File: src/rtl/lrutd_pkg.sv
// lrutd_pkg: shared types and constants of the lru tag directory
package lrutd_pkg;

    localparam int KEY_W  = 64;
    localparam int AGE_W  = 14;
    localparam int SLOT_W = 4;
    // index width that covers up to 64 entries; m_slot carries only the low SLOT_W bits of it
    localparam int IDX_W  = 6;

    localparam logic MODE_LOOKUP = 1'b0;
    localparam logic MODE_INSERT = 1'b1;

    typedef enum logic [1:0] {
        ST_IDLE,
        ST_SCAN,
        ST_HOLD
    } state_t;

    // search token that walks down the row of cells, one cell per cycle
    typedef struct packed {
        logic             active;
        logic             mode;
        logic [KEY_W-1:0] key;
        logic             found;     // key match (lookup) or empty slot (insert)
        logic [IDX_W-1:0] hit_idx;
        logic [AGE_W-1:0] best_age;
        logic [IDX_W-1:0] best_idx;
    } carry_t;

    // update broadcast to every cell at the end of a scan
    typedef struct packed {
        logic             active;    // touch the selected entry
        logic             write;     // store key and set valid
        logic [IDX_W-1:0] sel;
        logic [KEY_W-1:0] key;
    } upd_t;

endpackage

File: src/rtl/lrutd_cell.sv
// lrutd_cell: one directory entry plus one stage of the search chain
module lrutd_cell #(
    parameter int IDX     = 0,
    parameter int AGE_TOP = 9999
) (
    input  logic            aclk,
    input  logic            aresetn,
    input  lrutd_pkg::carry_t carry_in,
    output lrutd_pkg::carry_t carry_out,
    input  lrutd_pkg::upd_t   upd
);
    import lrutd_pkg::*;

    localparam logic [IDX_W-1:0] MY_IDX = IDX_W'(IDX);
    localparam logic [AGE_W-1:0] TOP    = AGE_W'(AGE_TOP);

    logic             valid_reg;
    logic [KEY_W-1:0] key_reg;
    logic [AGE_W-1:0] age_reg;
    carry_t           carry_reg;
    carry_t           carry_next;
    logic             mine;

    always_comb begin
        carry_next = carry_in;
        if (carry_in.active) begin
            if (carry_in.mode == MODE_INSERT) begin
                if (!carry_in.found && !valid_reg) begin
                    carry_next.found   = 1'b1;
                    carry_next.hit_idx = MY_IDX;
                end
                // strict compare keeps the lowest index on ties
                if (age_reg < carry_in.best_age) begin
                    carry_next.best_age = age_reg;
                    carry_next.best_idx = MY_IDX;
                end
            end else begin
                if (!carry_in.found && valid_reg && (key_reg == carry_in.key)) begin
                    carry_next.found   = 1'b1;
                    carry_next.hit_idx = MY_IDX;
                end
            end
        end
    end

    assign mine = (upd.sel == MY_IDX);

    always_ff @(posedge aclk) begin
        if (!aresetn) begin
            carry_reg.active <= 1'b0;
        end else begin
            carry_reg.active <= carry_next.active;
        end
        carry_reg.mode     <= carry_next.mode;
        carry_reg.key      <= carry_next.key;
        carry_reg.found    <= carry_next.found;
        carry_reg.hit_idx  <= carry_next.hit_idx;
        carry_reg.best_age <= carry_next.best_age;
        carry_reg.best_idx <= carry_next.best_idx;
    end

    always_ff @(posedge aclk) begin
        if (!aresetn) begin
            valid_reg <= 1'b0;
            age_reg   <= '0;
        end else if (upd.active) begin
            if (mine) begin
                age_reg <= TOP;
                if (upd.write) begin
                    valid_reg <= 1'b1;
                end
            end else if (valid_reg && (age_reg != '0)) begin
                age_reg <= age_reg - AGE_W'(1);
            end
        end
    end

    always_ff @(posedge aclk) begin
        if (upd.active && upd.write && mine) begin
            key_reg <= upd.key;
        end
    end

    assign carry_out = carry_reg;

endmodule

File: src/rtl/lrutd_ctrl.sv
// lrutd_ctrl: request sequencing, end-of-scan update and result register
module lrutd_ctrl (
    input  logic                        aclk,
    input  logic                        aresetn,
    input  logic                        s_valid,
    output logic                        s_ready,
    input  logic                        s_mode,
    input  logic [lrutd_pkg::KEY_W-1:0] s_key,
    output logic                        m_valid,
    input  logic                        m_ready,
    output logic                        m_hit,
    output logic [lrutd_pkg::SLOT_W-1:0] m_slot,
    output logic                        m_evicted,
    output lrutd_pkg::carry_t           carry_first,
    input  lrutd_pkg::carry_t           carry_last,
    output lrutd_pkg::upd_t             upd
);
    import lrutd_pkg::*;

    state_t            state_reg, state_next;
    logic              m_valid_reg, m_valid_next;
    logic              m_hit_reg;
    logic [SLOT_W-1:0] m_slot_reg;
    logic              m_evicted_reg;
    logic              res_hit_reg;
    logic [SLOT_W-1:0] res_slot_reg;
    logic              res_evicted_reg;
    logic              finish;
    logic              out_free;
    logic              is_insert;
    logic [IDX_W-1:0]  sel;

    assign finish    = carry_last.active;
    assign out_free  = !m_valid_reg || m_ready;
    assign is_insert = (carry_last.mode == MODE_INSERT);
    assign sel       = (is_insert && !carry_last.found) ? carry_last.best_idx
                                                        : carry_last.hit_idx;

    always_comb begin
        s_ready     = 1'b0;
        state_next  = state_reg;
        m_valid_next = m_valid_reg && !m_ready;
        unique case (state_reg)
            ST_IDLE: begin
                s_ready = 1'b1;
                if (s_valid) begin
                    state_next = ST_SCAN;
                end
            end
            ST_SCAN: begin
                if (finish) begin
                    state_next = ST_HOLD;
                end
            end
            ST_HOLD: begin
                if (out_free) begin
                    m_valid_next = 1'b1;
                    state_next   = ST_IDLE;
                end
            end
            default: begin
                state_next = ST_IDLE;
            end
        endcase
    end

    always_comb begin
        carry_first.active   = s_valid && s_ready;
        carry_first.mode     = s_mode;
        carry_first.key      = s_key;
        carry_first.found    = 1'b0;
        carry_first.hit_idx  = '0;
        carry_first.best_age = '1;
        carry_first.best_idx = '0;
    end

    // lookup miss leaves the state alone; inserts always write and touch
    always_comb begin
        upd.active = finish && (is_insert || carry_last.found);
        upd.write  = finish && is_insert;
        upd.sel    = sel;
        upd.key    = carry_last.key;
    end

    always_ff @(posedge aclk) begin
        if (!aresetn) begin
            state_reg   <= ST_IDLE;
            m_valid_reg <= 1'b0;
        end else begin
            state_reg   <= state_next;
            m_valid_reg <= m_valid_next;
        end
    end

    always_ff @(posedge aclk) begin
        if (finish) begin
            res_hit_reg     <= !is_insert && carry_last.found;
            res_slot_reg    <= (is_insert || carry_last.found) ? sel[SLOT_W-1:0] : '0;
            res_evicted_reg <= is_insert && !carry_last.found;
        end
        if (state_reg == ST_HOLD && out_free) begin
            m_hit_reg     <= res_hit_reg;
            m_slot_reg    <= res_slot_reg;
            m_evicted_reg <= res_evicted_reg;
        end
    end

    assign m_valid   = m_valid_reg;
    assign m_hit     = m_hit_reg;
    assign m_slot    = m_slot_reg;
    assign m_evicted = m_evicted_reg;

    a_finish_in_scan: assert property (@(posedge aclk) disable iff (!aresetn)
        carry_last.active |-> state_reg == ST_SCAN)
        else $error("scan token left the chain outside a scan");

    a_accept_starts_scan: assert property (@(posedge aclk) disable iff (!aresetn)
        (s_valid && s_ready) |=> state_reg == ST_SCAN)
        else $error("accepted request did not start a scan");

    a_hold_delivers: assert property (@(posedge aclk) disable iff (!aresetn)
        (state_reg == ST_HOLD && out_free) |=> (m_valid_reg && state_reg == ST_IDLE))
        else $error("held result not moved to the output register");

endmodule

File: src/rtl/lru_tag_directory_top.sv
// lru_tag_directory_top: fully associative lru tag directory built as a row of entry cells
//
//  channel | direction | fields                      | handshake
//  s_      | in        | s_mode, s_key               | s_valid / s_ready
//  m_      | out       | m_hit, m_slot, m_evicted    | m_valid / m_ready
//
// a request runs from accept to m_valid in order: the search token walks the row of cells
// one entry per cycle, the update and the result registers take it from the last cell, then
// the result waits in the hold state until the output register is free.
// one request is in the directory at a time; s_ready is high only when no scan runs,
// so the next request is taken only once the last result has moved to the output register.
// a waiting result in the output register does not block the next request.
// reset clears the valid bits and ages at once; no clearing pass is needed.
module lru_tag_directory_top #(
    parameter int ENTRIES = 16,
    parameter int AGE_TOP = 9999
) (
    input  logic                         aclk,
    input  logic                         aresetn,
    input  logic                         s_valid,
    output logic                         s_ready,
    input  logic                         s_mode,
    input  logic [lrutd_pkg::KEY_W-1:0]  s_key,
    output logic                         m_valid,
    input  logic                         m_ready,
    output logic                         m_hit,
    output logic [lrutd_pkg::SLOT_W-1:0] m_slot,
    output logic                         m_evicted
);
    import lrutd_pkg::*;

    carry_t             carry_first;
    carry_t             chain [ENTRIES];
    upd_t               upd;
    logic [ENTRIES-1:0] token_vec;

    lrutd_ctrl u_ctrl (
        .aclk        (aclk),
        .aresetn     (aresetn),
        .s_valid     (s_valid),
        .s_ready     (s_ready),
        .s_mode      (s_mode),
        .s_key       (s_key),
        .m_valid     (m_valid),
        .m_ready     (m_ready),
        .m_hit       (m_hit),
        .m_slot      (m_slot),
        .m_evicted   (m_evicted),
        .carry_first (carry_first),
        .carry_last  (chain[ENTRIES-1]),
        .upd         (upd)
    );

    for (genvar i = 0; i < ENTRIES; i++) begin : g_cell
        carry_t cin;
        if (i == 0) begin : g_head
            assign cin = carry_first;
        end else begin : g_link
            assign cin = chain[i-1];
        end
        lrutd_cell #(
            .IDX     (i),
            .AGE_TOP (AGE_TOP)
        ) u_cell (
            .aclk      (aclk),
            .aresetn   (aresetn),
            .carry_in  (cin),
            .carry_out (chain[i]),
            .upd       (upd)
        );
        assign token_vec[i] = chain[i].active;
    end

    a_single_token: assert property (@(posedge aclk) disable iff (!aresetn)
        $onehot0(token_vec))
        else $error("more than one search token in the cell row");

endmodule

File: config.mk
export PLATFORM = sky130hd
export DESIGN_NAME = lru_tag_directory_top
export DESIGN_NICKNAME = d
export VERILOG_FILES = /design/src/rtl/lrutd_pkg.sv /design/src/rtl/lrutd_cell.sv /design/src/rtl/lrutd_ctrl.sv /design/src/rtl/lru_tag_directory_top.sv
export SDC_FILE = /design/constraint.sdc
export NUM_CORES = 2
export LEC_CHECK = 0
export BUFFER_PORTS_ARGS = -buffer_cell sky130_fd_sc_hd__buf_2
export CELL_PAD_IN_SITES_DETAIL_PLACEMENT = 1
export CELL_PAD_IN_SITES_GLOBAL_PLACEMENT = 2
export CORE_MARGIN = 2
export CORE_UTILIZATION = 49
export CTS_CLUSTER_DIAMETER = 80
export DETAILED_ROUTE_END_ITERATION = 6
export GPL_TIMING_DRIVEN = 0
export MAX_ROUTING_LAYER = met4
export PLACE_DENSITY = 0.87
export REMOVE_ABC_BUFFERS = 1
export SETUP_SLACK_MARGIN = 0.15
export SYNTH_ARGS = -nofsm -noshare
export SYNTH_HDL_FRONTEND = slang
export SYNTH_SLANG_ARGS = --single-unit
File: constraint.sdc
create_clock -name aclk -period 15.47 [get_ports aclk]
set_clock_uncertainty 0.2 [all_clocks]
set_input_delay 0 -clock aclk [delete_from_list [all_inputs] [get_ports aclk]]
set_output_delay 0 -clock aclk [all_outputs]
set_load 0.03 [all_outputs]
======== Word-level counts from Yosys, hierarchy flattened ========
Cells that the tools add are included.
operators by class
  add/sub/neg operators ................... 16
  order comparisons ....................... 16
  eq/ne operators ......................... 36
  multiplexer cells ....................... 133
  reduce and logical (&&, ||, !) cells .... 191
operators by type and width
  operator                                               number
  == test 64 bit                                         16
  2-to-1 mux 20 bit                                      30
  2-to-1 mux 14 bit                                      32
  2-to-1 mux 27 bit                                      15
  2-to-1 mux 7 bit                                       48
  nonzero test 14 bit                                    16
  subtractor 14 x 1 -> 14 bit, second input constant     16
  less-than comparator 14 bit                            15
  logical AND 1 bit                                      86
  AND reduction 3 bit                                    18
  == test 6 x 4 -> 1 bit, second input constant          8
  zero test 1 bit                                        34
  AND reduction 2 bit                                    17
  nonzero test 2 bit                                     16
  == test 6 x 3 -> 1 bit, second input constant          4
  less-than comparator 14 bit, second input constant     1
  == test 6 x 2 -> 1 bit, second input constant          2
  == test 6 x 1 -> 1 bit, second input constant          1
  zero test 6 bit                                        1
  2-to-1 mux 2 bit                                       3
  2-to-1 mux 6 bit                                       1
  one-hot mux 2 bit (3 select lines)                     1
  inequality test 2 x 1 -> 1 bit, second input constant  2
  2-to-1 mux 1 bit                                       3
  other kinds (5)                                        6
storage, ports and cells
  register bits ........................... 2753
  input port bits ......................... 69
  output and inout port bits .............. 8
  word-level logic and storage cells ...... 559

======== Logic depth before layout (Yosys ltp) ========
  depth in word-level cells ............... 6
  mapped depth ............................ 10
  depth with buffers taken out ............ 8

======== Modules after synthesis ========
From an unflattened synthesis, not the netlist that was laid out.
unflattened totals
  cells, all modules ...................... 6831
  area, all modules ....................... 96266.1 um2
by module, submodules not included
  module                              instances  cells each  area an instance (um2)
  lrutd_cell (g_cell[5].u_cell ...)   3          413         5885.6
  lrutd_cell (g_cell[13].u_cell ...)  2          418         5952.0
  lrutd_cell (g_cell[4].u_cell ...)   2          414         5885.6
  lrutd_cell (g_cell[1].u_cell ...)   2          413         5873.1
  lrutd_cell (g_cell[12].u_cell)      1          414         5935.7
  lrutd_cell (g_cell[0].u_cell)       1          416         5928.2
  lrutd_cell (g_cell[7].u_cell)       1          418         5918.2
  lrutd_cell (g_cell[15].u_cell)      1          415         5915.7
  lrutd_cell (g_cell[3].u_cell)       1          415         5901.9
  lrutd_cell (g_cell[11].u_cell)      1          419         5884.4
  lrutd_cell (g_cell[10].u_cell)      1          404         5856.9
  lrutd_ctrl                          1          201         1846.8

======== Worst setup path after synthesis ========
Ideal clock, no wire load.
  path type ............................... register to register
  from .................................... register g_cell[15].u_cell.carry_reg (netlist bit g_cell[15].u_cell.carry_out[26])
  to ...................................... register g_cell[2].u_cell.key_reg[0], enable pin
  setup time .............................. 567 ps
  data arrival time ....................... 5572 ps
  setup slack ............................. 9130 ps
  cell stages (with the launch flop) ...... 5
  cells stage by stage .................... dfxtp_1 buf_2 or4b_4 o31a_1 nor3_1
between the ends
  longest elaborated chain between the ends .. 5
  elaborated cells on any way between the ends .. 8
RTL lines
  element                 line              text
  start, declared         lrutd_cell.sv:20  carry_t carry_reg;
  zero test 1 bit         lrutd_ctrl.sv:36  assign sel = (is_insert && !carry_last.found) ? carry_last.best_idx
  logical AND 1 bit       lrutd_ctrl.sv:36
  2-to-1 mux 6 bit        lrutd_ctrl.sv:36
  == test 6 x 2 -> 1 bit  lrutd_cell.sv:46  assign mine = (upd.sel == MY_IDX);
  logical AND 1 bit (*)   lrutd_cell.sv:79  if (upd.active && upd.write && mine) begin
  end signal, assigned    lrutd_cell.sv:80  key_reg <= upd.key;
  end, declared           lrutd_cell.sv:18  logic [KEY_W-1:0] key_reg;
Mark *: on every way between the ends. The rest lies on a longest branch, timed or not.
A chain may end at the register's enable or synchronous reset.

======== Final worst setup path ========
  from .................................... register g_cell[15].u_cell.carry_reg (netlist bit g_cell[15].u_cell.carry_out[26])
  to ...................................... register g_cell[1].u_cell.key_reg[55], enable pin
between the ends
  longest elaborated chain between the ends .. 5
  elaborated cells on any way between the ends .. 8
RTL lines
  element                 line
  zero test 1 bit         lrutd_ctrl.sv:36
  logical AND 1 bit       lrutd_ctrl.sv:36
  2-to-1 mux 6 bit        lrutd_ctrl.sv:36
  == test 6 x 1 -> 1 bit  lrutd_cell.sv:46
  logical AND 1 bit (*)   lrutd_cell.sv:79
  end signal, assigned    lrutd_cell.sv:80
  end, declared           lrutd_cell.sv:18
Marked as above.

==> summary.md <==
| Metric | Value |
|---|---|
| DR vias/cell | `5.53` |
| Largest stage delay on the critical path | `0.92 ns` |
| Min-delay src | `s_key[32]` |
| Initial antenna violation count | `10` |
| Logic gate share of total power | `2.7%` |
| Crit start category | `register` |
| Total GRT Usage | `29.2%` |
| Setup Viol. Count Final | `0` |
| Yosys warnings | `0` |
| Slowest cell on crit path | `nor2_4` |
| R2r endpoint | `g_cell[1].u_cell.key_reg[55]$_DFFE_PP_` |
| Vias in the first global route | `56500` |
| Worst R2R Path Depth | `7` |
| Pwr Density | `143 nW/um^2` |
| Fin crit share | `32.0%` |
| Util after Layout | `57.4%` |
| Total power | `15.1 mW` |
| Distinct cells, synth | `83` |
| Setup TNS | `0 ns` |
| Initial DRC Count | `4112` |
| Fin. max-slew vios | `7` |
| P_int | `11.8 mW` |
| Fmax | `202 MHz` |
| Die area | `188000 sq um` |
| Drt first pass iters | `7` |
| Total CTS buffers | `280` |
| Max reg flops | `1380` |
| Ys flop type | `dfxtp_1` |
| FP Rows | `157` |
| Final Hold Viols | `0` |
| Final antenna-violating net count | `0` |
| GP Congestion | `0.877` |
| I/O Pins | `77` |
| Post-route minimum period | `4.95 ns` |
| Max cap viols | `2` |
| Pin count of the biggest net entering global routing | `92` |
| Failing checks | `capacitance limit, slew limit` |
| Status | `finished, violations left` |
| Synth Instances | `6320` |
| Initial Utilization | `49.4%` |
| Slew at the pin closest to its max-slew limit | `1.50 ns` |
| RSZ-0062 raised after global routing | `false` |
| P_sw | `3.31 mW` |
| Design area | `105000 sq um` |
| H-tree depth | `5` |
| Syn-to-layout area delta | `16.3%` |
| Setup CP Type | `register to register` |
| Nature of the critical path endpoint | `register` |
| Synth top area share | `35.9%` |
| CP required | `15.88 ns` |
| Via count | `52400` |
| WHS Path Cells | `3` |
| Clock tree sinks | `2659` |
| Nets | `7094` |
| WL/cell | `28.1 um` |
| Clock power share | `45.9%` |
| Wirelength, routed | `266000 um` |
| Max FO, Critical Path | `31` |
| Die height | `434 um` |
| Post-CTS Setup Inserts | `0` |
| Critical-path cell list | `nand2b_1, inv_4, o31ai_4, nand3_1, nor2_4, buf_16, buf_12` |
| Clock root cell | `clkbuf_16` |
| Hold path endpoint | `g_cell[0].u_cell.carry_out[59]$_DFF_P_` |
| Part of the Yosys area used for sequential elements | `70.3%` |
| Relative slew slack | `-0.249%` |
| Area after DPL | `94400 sq um` |
| Reg2reg start | `g_cell[15].u_cell.carry_out[26]$_DFF_P_` |
| Asr flop ratio synth | `0%` |
| Worst skew pair latency | `0.97 ns` |
| Core area | `183000 sq um` |
| CTS-repair resized insts | `0` |
| Sequential share of power | `51.4%` |
| Share of cells above drive strength 1 | `11.7%` |
| Area leader, netlist | `dfxtp_1` |
| Overflow after GRT | `0` |
| Min-Delay Path Class | `input port to register` |
| Yosys reg bits | `2659` |
| P_leak | `40.2 nW` |
| Cts hold-fix bufs | `145` |
| Worst reg-to-reg setup slack | `10.52 ns` |
| Post-DP HPWL | `181000 um` |
| Area contributors post-synth | `dfxtp_1, edfxtp_1, xnor2_1` |
| First-pass GRT wire length | `388000 um` |
| Mean Syn Cell Area | `14.3 sq um` |
| Crit path DAT | `5.35 ns` |
| Synth Cell Area | `90500 sq um` |
| Sw Share | `22.0%` |
| Die width | `434 um` |
| Post-synth EDFFs | `1036` |
| CTS tree | `yes` |
| Buffers on Ports | `76` |
| Peak VDD IR | `0.125 mV` |
| Number of remaining DRC errors | `0` |
| Reg clk slew, reported paths | `0.07 ns` |
| Clock Tree Buf Depth | `4` |
Yosys cell counts (37+ instances only):
master,count
nor3_1,84
nor2b_1,37
edfxtp_1,1036
dfxtp_1,1623
inv_1,281
mux2_2,180
nand3_1,68
xor2_1,516
a21oi_1,187
or3_1,68
ha_1,228
a21o_1,44
nand2_1,147
o21ai_0,39
nand4_1,203
xnor2_1,666
nor2_1,260
nor4_1,201
worst max path at each step:
stage | start | to | slack (ns) | depth (start not counted)
final | g_cell[15].u_cell.carry_out[26]$_DFF_P_ | g_cell[1].u_cell.key_reg[55]$_DFFE_PP_ | 10.52 | 7
after global placement | g_cell[15].u_cell.carry_out[26]$_DFF_P_ | g_cell[0].u_cell.key_reg[41]$_DFFE_PP_ | 4.82 | 5
after CTS | g_cell[15].u_cell.carry_out[26]$_DFF_P_ | g_cell[1].u_cell.key_reg[55]$_DFFE_PP_ | 10.59 | 7
after global routing | g_cell[15].u_cell.carry_out[26]$_DFF_P_ | g_cell[1].u_cell.key_reg[55]$_DFFE_PP_ | 10.45 | 7
after detailed placement | g_cell[15].u_cell.carry_out[26]$_DFF_P_ | g_cell[1].u_cell.key_reg[57]$_DFFE_PP_ | 10.62 | 7
after floorplan | g_cell[15].u_cell.carry_out[26]$_DFF_P_ | g_cell[2].u_cell.key_reg[0]$_DFFE_PP_ | 9.07 | 4
cells by family (layout without fill, tap and decap cells):
family	Yosys count	in the layout	share of synthesized area (%)
flops	2659	2659	70.3
buf+inv	350	1030	1.56
simple gates	1251	1251	7.63
other cells	0	2	0
xor+xnor	1182	1182	11.4
mux	200	200	2.46
compound gates	450	450	3.49
fa+ha+maj	228	228	3.15
worst max-delay path, delay by kind of cell, from the launching register on:
family / cells / cell delay [ns]
buf+inv: 3 / 0.66
flops: 1 / 0.69
simple gates: 3 / 2.17
compound gates: 1 / 0.87
power groups by stage:
stage	clock network [mW]	logic, mW	registers (mW)
final	6.93	0.407	7.75
after global routing	7.26	0.436	7.76
after CTS	6.95	0.405	7.75
after detailed placement	0	0.365	7.89
after global placement	0	0.347	7.87
after floorplan	0	0.234	7.74
per-layer routing:
metal | up-vias | wire length [um] | global-route usage (%)
li1 | 23300 | - | -
met1 | 26800 | 107000 | 34.7
met2 | 1685 | 132000 | 48.7
met3 | 579 | 12200 | 3.78
met4 | 0 | 15000 | 14.9
met5 | - | 0 | -
placed cells by master, fill, tap and decap left out, drive strengths merged, types with 16 or more instances in the layout:
| cell | Yosys | final |
|---|---|---|
| dfxtp | 1623 | 1623 |
| edfxtp | 1036 | 1036 |
| xnor2 | 666 | 666 |
| xor2 | 516 | 516 |
| clkbuf | 34 | 393 |
| inv | 283 | 287 |
| nor2 | 260 | 260 |
| ha | 228 | 228 |
| nand4 | 203 | 203 |
| nor4 | 201 | 201 |
| a21oi | 189 | 189 |
| mux2 | 180 | 180 |
| nand2 | 149 | 149 |
| dlygate4sd3 | 0 | 145 |
| buf | 33 | 117 |
| nor3 | 84 | 84 |
| nand3 | 72 | 72 |
| or3 | 68 | 68 |
| clkinv | 0 | 55 |
| a21o | 44 | 44 |
| o21ai | 39 | 39 |
| nor2b | 37 | 37 |
| or4 | 33 | 33 |
| a2111oi | 28 | 28 |
| and2 | 27 | 27 |
| bufinv | 0 | 27 |
| nand2b | 24 | 24 |
| a211oi | 21 | 21 |
| o211ai | 21 | 21 |
| mux2i | 20 | 20 |
| and3 | 18 | 18 |
| or2 | 18 | 18 |
| a211o | 16 | 16 |
| a311oi | 16 | 16 |
per-stage QoR:
step | setup WS (ns) | instances | hold slack, ns
2_1_floorplan | 9.07 | 6253 | -0.172
3_3_place_gp | 4.82 | 8793 | -0.0815
3_5_place_dp | 10.62 | 8831 | -0.0780
4_1_cts | 10.59 | 9461 | 0.000288
5_1_grt | 10.45 | 9465 | 0.0596
6_report | 10.52 | 9466 | 0.0627
cell type report:
type | instances | area (sq um)
Fill cell | 17100 | 78000
Sequential cell | 2659 | 63600
Antenna cell | 2 | 5.00
Timing Repair Buffer | 262 | 2510
Multi-Input combinational cell | 3311 | 25700
Clock buffer | 393 | 8110
Clock inverter | 92 | 1190
Tap cell | 2464 | 3080
Inverter | 283 | 1070
Note: power is estimated with default switching activity, not from simulation.
